===== config.mk =====
export PLATFORM = sky130hd
export DESIGN_NAME = mols_cell
export DESIGN_NICKNAME = d
export VERILOG_FILES = /design/src/rtl/mols_pkg.sv /design/src/rtl/mols_cell.sv
export SDC_FILE = /design/constraint.sdc
export NUM_CORES = 1
export LEC_CHECK = 0
export ABC_AREA = 0
export BUFFER_PORTS_ARGS = -buffer_cell sky130_fd_sc_hd__buf_4
export CAP_MARGIN = 25
export CORE_MARGIN = 3
export CORE_UTILIZATION = 46
export CTS_BUF_LIST = sky130_fd_sc_hd__clkbuf_2 sky130_fd_sc_hd__clkbuf_4 sky130_fd_sc_hd__clkbuf_8
export CTS_CLUSTER_DIAMETER = 150
export DETAILED_ROUTE_END_ITERATION = 8
export GPL_TIMING_DRIVEN = 0
export PLACE_DENSITY = 0.83
export SYNTH_ARGS = -nofsm -noshare
export SYNTH_HDL_FRONTEND = slang
export SYNTH_SLANG_ARGS = --single-unit
export TNS_END_PERCENT = 5

===== constraint.sdc =====
create_clock -name clk -period 6.7 [get_ports clk]
set_clock_uncertainty 0.1 [all_clocks]
set_input_delay 0.67 -clock clk [delete_from_list [all_inputs] [get_ports clk]]
set_output_delay 0.67 -clock clk [all_outputs]
set_load 0.1 [all_outputs]

===== src/rtl/mols_pkg.sv =====
`default_nettype none
package mols_pkg;

  localparam int SAMPLE_W = 32;
  localparam int MEDIAN_W = 33;
  localparam int COUNT_W  = 7;

  typedef enum logic {
    ST_LOAD,
    ST_SEEK
  } mols_state_t;

  // broadcast from the controller to every cell of the chain
  typedef struct packed {
    logic                       insert;
    logic                       shift;
    logic                       clear;
    logic signed [SAMPLE_W-1:0] sample;
  } mols_cell_ctl_t;

endpackage
`default_nettype wire


===== src/rtl/mols_cell.sv =====
`default_nettype none
module mols_cell (
  input  wire logic                                 clk,
  input  wire logic                                 rst_n,
  input  wire mols_pkg::mols_cell_ctl_t             ctl,
  input  wire logic signed [mols_pkg::SAMPLE_W-1:0] left_val,
  input  wire logic                                 left_valid,
  input  wire logic                                 left_gt,
  input  wire logic signed [mols_pkg::SAMPLE_W-1:0] right_val,
  input  wire logic                                 right_valid,
  output logic signed [mols_pkg::SAMPLE_W-1:0]      val,
  output logic                                      valid,
  output logic                                      gt
);
  import mols_pkg::*;

  logic signed [SAMPLE_W-1:0] val_r, val_nxt;
  logic                       valid_r, valid_nxt;
  logic signed [SAMPLE_W-1:0] ins_val;

  // strict compare keeps a new word behind the equal ones
  assign gt      = valid_r && (val_r > ctl.sample);
  assign ins_val = left_gt ? left_val : ctl.sample;

  always_comb begin
    val_nxt   = val_r;
    valid_nxt = valid_r;
    if (ctl.clear) begin
      valid_nxt = 1'b0;
    end else if (ctl.shift) begin
      val_nxt   = right_val;
      valid_nxt = right_valid;
    end else if (ctl.insert) begin
      if (gt) begin
        val_nxt = ins_val;
      end else if (!valid_r && left_valid) begin
        // first empty slot takes the displaced tail or the new word
        val_nxt   = ins_val;
        valid_nxt = 1'b1;
      end
    end
  end

  always_ff @(posedge clk) begin
    if (!rst_n) begin
      valid_r <= 1'b0;
    end else begin
      valid_r <= valid_nxt;
    end
  end

  always_ff @(posedge clk) begin
    val_r <= val_nxt;
  end

  assign val   = val_r;
  assign valid = valid_r;

endmodule
`default_nettype wire


### Yosys cells after proc, flatten, opt, wreduce, memory -nomap -nowiden

Cells that the tools add are included.

| storage, ports and cells | value |
|---|---|
| flip-flop bits (word level) | 33 |
| latch bits | 0 |
| bits in writable memories | 0 |
| bits in read-only memories | 0 |
| output and inout port bits | 34 |
| memories kept | 0 |

| operators by class | value |
|---|---|
| add/subtract/negate cells | 0 |
| multipliers | 0 |
| divide/modulo/power cells | 0 |
| magnitude comparators | 1 |
| eq/ne operators | 1 |
| shift-type cells | 0 |
| muxes and demuxes | 9 |
| bitwise operators | 2 |
| reduce and logical (&&, ||, !) cells | 9 |

Operators by type and width:

| kind | count |
|---|---|
| $mux 32 | 5 |
| $gt 32x32->1 | 1 |
| $reduce_and 3->1 | 2 |
| $mux 1 | 4 |
| $reduce_bool 2->1 | 2 |
| $reduce_bool 3->1 | 1 |
| $logic_and 1x1->1 | 2 |
| $ne 2x2->1 const B | 1 |
| $not 1->1 | 2 |
| $reduce_or 2->1 | 1 |
| $logic_not 1->1 | 1 |

### Longest topological paths before layout

| logic depth | value |
|---|---|
| word-level depth | 6 |
| mapped depth | 8 |

### Worst setup path before layout

OpenSTA, ideal clock, no wires.

| timing path | value |
|---|---|
| kind | reg-to-reg |
| start | register val_r[14] (netlist: val[14]) |
| end | register val_r[0] (netlist: val[0]), enable pin |
| setup time | 441 ps |
| data arrival time | 4,488 ps |
| path slack | 1,672 ps |
| cell stages (with the launch flop) | 8 |
| cell sequence | edfxtp_1 ha_1 a21oi_2 nand2_1 a221o_1 o31a_1 or4b_4 a31oi_1 |

| between the ends | value |
|---|---|
| cells in the longest elaborated chain, start to end | 4 |

RTL lines:

| what | RTL line | text |
|---|---|---|
| start: declaration | mols_cell.sv:17 | `logic signed [SAMPLE_W-1:0] val_r, val_nxt;` |
| start signal: assignment | mols_cell.sv:53 | `val_r <= val_nxt;` |
| $gt 32x32->1 | mols_cell.sv:22 | `assign gt = valid_r && (val_r > ctl.sample);` |
| $logic_and 1x1->1 | mols_cell.sv:22 |  |
| $reduce_bool 3->1 (no line) | n/a |  |
| $reduce_and 3->1 (no line) | n/a |  |

Every way passes these cells.
A chain may end at the register's enable or synchronous reset.

### Final worst setup path

| timing path | value |
|---|---|
| start | input ctl[7] in the netlist's numbering |
| end | output gt |

| between the ends | value |
|---|---|
| cells in the longest elaborated chain, start to end | 2 |

RTL lines:

| what | RTL line | text |
|---|---|---|
| start: declaration | mols_cell.sv:5 | `input wire mols_pkg::mols_cell_ctl_t ctl,` |
| $gt 32x32->1 | mols_cell.sv:22 |  |
| $logic_and 1x1->1 | mols_cell.sv:22 |  |
| end: declaration | mols_cell.sv:13 | `output logic gt` |

Every way passes these cells.

==> impl_metrics.sql <==
INSERT INTO impl_metrics (metric_group, metric, value, unit) VALUES
('detailed_routing', 'detail_route.first_pass.iterations', '4', ''),
('flow_run', 'drv_cap', '0', ''),
('power_and_ir_drop', 'comb_power_share', '39.2', '%'),
('detailed_routing', 'wl', '7380', 'um'),
('critical_path', 'startpoint_type', 'input pin', ''),
('critical_path', 'critPathKind', 'input pin to output pin', ''),
('power_and_ir_drop', 'share_seq_of_total_power', '38.7', '%'),
('timing', 'timing_max_transition_violations_final', '0', ''),
('timing', 'worstMarginPinSlew', '0.807', 'ns'),
('clock_network', 'cts_root_buffer', 'sky130_fd_sc_hd__clkbuf_8', ''),
('yosys', 'synth-seq-area-share', '39.4', '%'),
('clock_network', 'cts_setup_buffers', '0', ''),
('clock_network', 'cts.clk_slew.worst_paths', '0.07', 'ns'),
('clock_network', 'clock_latency', '0.28', 'ns'),
('yosys', 'syn-mean-instance-area', '9.42', 'um2'),
('grt', 'all_layer_global_routing_usage', '22.9', '%'),
('timing', 'finalSetupViolations', '0', ''),
('yosys', 'ys.warnings.count', '0', ''),
('critical_path', 'critPathRequiredTime', '5.93', 'ns'),
('detailed_routing', 'detail_route.iter0.violations', '89', ''),
('cells_and_area', 'layout.filler_cells', '400', ''),
('power_and_ir_drop', 'clock_power_share', '22.1', '%'),
('yosys', 'ranking_of_synthesized_cells_by_instance_count', '39 x sky130_fd_sc_hd__nand2_1, 35 x sky130_fd_sc_hd__o21ai_0, 33 x sky130_fd_sc_hd__inv_1', ''),
('grt', 'vias_in_the_first_global_route', '2554', ''),
('yosys', 'netlist_area', '2490', 'um2'),
('floorplanning', 'chipWidth', '79.5', 'um'),
('power_and_ir_drop', 'switchingPower', '0.000243', 'W'),
('grt', 'grt_start_max_net_pins', '18', ''),
('timing', 'fin_crit_sh', '55.9', '%'),
('worst_hold_path', 'min_path_type', 'input pin to flop', ''),
('critical_path', 'r2r.worst_path.cells', '8', ''),
('critical_path', 'register_to_register_setup_slack', '3.26', 'ns'),
('cells_and_area', 'utilization', '71.8', '%'),
('yosys', 'synth_top_family_by_area', 'adder cells', ''),
('critical_path', 'crit_chain', 'buf_4 > inv_1 > ha_1 > a21oi_1 > o21ai_0 > a221o_1 > o31a_1 > or4b_4 > nand2_1 > buf_4', ''),
('detailed_routing', 'ant_nets', '0', ''),
('yosys', 'synth_compound_area_share', '14.1', '%'),
('critical_path', 'worstSetupPathDepth', '10', ''),
('timing', 'layout_min_cycle_time', '3.74', 'ns'),
('timing', 'setup-tns-final', '0', 'ns'),
('place', 'io_buffers', '135', ''),
('yosys', 'count_of_flip_flops_with_a_built_in_enable_after_synthesis', '32', ''),
('clock_network', 'cts_tree', 'built', ''),
('yosys', 'synth.ff_latch_count', '33', ''),
('cells_and_area', 'design.final.nets', '543', ''),
('yosys', 'synth.net_count', '400', ''),
('critical_path', 'rr_startpoint', 'val[7]', ''),
('floorplanning', 'std_cell_rows', '26', ''),
('grt', 'wire_length_of_the_first_global_routing_pass', '11500', 'um'),
('power_and_ir_drop', 'p_sw_share', '37.4', '%'),
('timing', 'hold_viol_final', '0', ''),
('critical_path', 'critical-path-slowest-cell', 'sky130_fd_sc_hd__or4b_4', ''),
('clock_network', 'clock_tree.buffer_depth', '2', ''),
('critical_path', 'r2r-end', 'val[16]', ''),
('critical_path', 'critPathLaunch', 'ctl[7]', ''),
('clock_network', 'cts-hold-fix-buffers', '0', ''),
('yosys', 'area_share_of_and_or_nand_nor_cells_after_synthesis', '10.8', '%'),
('detailed_routing', 'post_drt_wl_per_cell', '15.4', 'um'),
('cells_and_area', 'drive_above_1_share', '35.5', '%'),
('critical_path', 'cpLargestDelayFamily', 'compound AO/OA/AOI/OAI gates', ''),
('status', 'outcome', 'complete, no violations', ''),
('yosys', 'yosys.area.top_type_share', '38.6', '%'),
('floorplanning', 'initial_core_util', '48.1', '%'),
('critical_path', 'critPathArrivalTime', '2.97', 'ns'),
('detailed_routing', 'vias_per_cell', '5.27', ''),
('detailed_routing', 'drc_errors', '0', ''),
('cells_and_area', 'flow.area_growth_from_synthesis', '49.2', '%'),
('timing', 'rsz0062_at_grt', 'false', ''),
('grt', 'grt.overflow.total', '0', ''),
('floorplanning', 'floorplan.io_pins', '138', ''),
('clock_network', 'cts_made_buffers', '5', '');
==> worst register-to-register path, delay by kind of cell (launching register included) <==
kind	cells	cell delay, ns
AO/OA/AOI/OAI	5	1.50
adder cells (fa/ha/maj)	1	0.34
AND/OR/NAND/NOR	1	0.54
flip-flops	1	0.41
buffers and inverters	1	0.24
==> layer usage <==
metal | up-vias | global-route usage, % | routed length [um]
met5 | - | 0 | 0
met4 | 0 | 6.19 | 138
met3 | 10 | 4.51 | 418
met2 | 86 | 41.7 | 3800
li1 | 1240 | - | -
met1 | 1182 | 27.2 | 3030
==> worst min path at each step <==
stage	endpoint	slack (ns)	cells past startpoint	start
2_1_floorplan	valid	0.65	1	ctl[32]
3_3_place_gp	valid	0.58	4	valid
5_1_grt	valid	0.45	2	ctl[32]
3_5_place_dp	valid	0.59	4	valid
6_report	valid	0.46	2	ctl[32]
4_1_cts	valid	0.44	2	ctl[32]
==> stage by stage <==
stage                     hold WS, ns  instance area, um2  total power, W  cells  worst slack (ns)
after floorplan                 0.646                2490        0.000416    264              1.67
after global placement          0.583                3590        0.000500    469             0.910
after detailed placement        0.586                3630        0.000510    470              2.89
after CTS                       0.444                3710        0.000655    478              2.98
after global routing            0.446                3710        0.000679    478              2.85
final                           0.457                3710        0.000649    478              2.96
==> state kept, by name (all words and copies together), names as in the netlist <==
signal  cells
valid       1
val        32
==> cell type report <==
type | instances | area (um2) | share of cell area, %
multi-input combinational | 187 | 1360 | 36.5
sequential | 33 | 981 | 26.4
buffer | 11 | 41.3 | 1.11
clock buffer | 5 | 68.8 | 1.85
inverter | 33 | 124 | 3.34
timing repair buffer | 136 | 1040 | 28.0
tap | 70 | 87.6 | 2.36
clock inverter | 3 | 12.5 | 0.337
==> cell usage in the layout, fill, tap and decap left out, types with 2 or more instances in the layout <==
master / instances
sky130_fd_sc_hd__buf_1: 3
sky130_fd_sc_hd__a21oi_1: 15
sky130_fd_sc_hd__clkbuf_8: 5
sky130_fd_sc_hd__nand4_1: 8
sky130_fd_sc_hd__buf_4: 135
sky130_fd_sc_hd__inv_1: 33
sky130_fd_sc_hd__ha_1: 32
sky130_fd_sc_hd__mux2i_1: 32
sky130_fd_sc_hd__clkinv_1: 2
sky130_fd_sc_hd__nand2_1: 39
sky130_fd_sc_hd__o21ai_0: 35
sky130_fd_sc_hd__o211ai_1: 3
sky130_fd_sc_hd__nand3_1: 3
sky130_fd_sc_hd__edfxtp_1: 32
sky130_fd_sc_hd__nor2_1: 5
sky130_fd_sc_hd__clkbuf_1: 8
==> power by group through the flow <==
stage | clock, W | sequential [W] | combinational, W
5_1_grt | 0.000155 | 0.000253 | 0.000271
2_1_floorplan | 0 | 0.000343 | 0.0000721
3_5_place_dp | 0 | 0.000256 | 0.000254
4_1_cts | 0.000149 | 0.000251 | 0.000255
3_3_place_gp | 0 | 0.000257 | 0.000244
6_report | 0.000143 | 0.000252 | 0.000254
==> cells by family after synthesis <==
| kind of cell | Yosys count |
|---|---|
| AOI/OAI and AO/OA | 63 |
| adders and majority gates | 32 |
| buffers and inverters | 44 |
| DFF | 33 |
| muxes | 32 |
| and+or+nand+nor | 60 |
(Power assumes the default switching activity.)
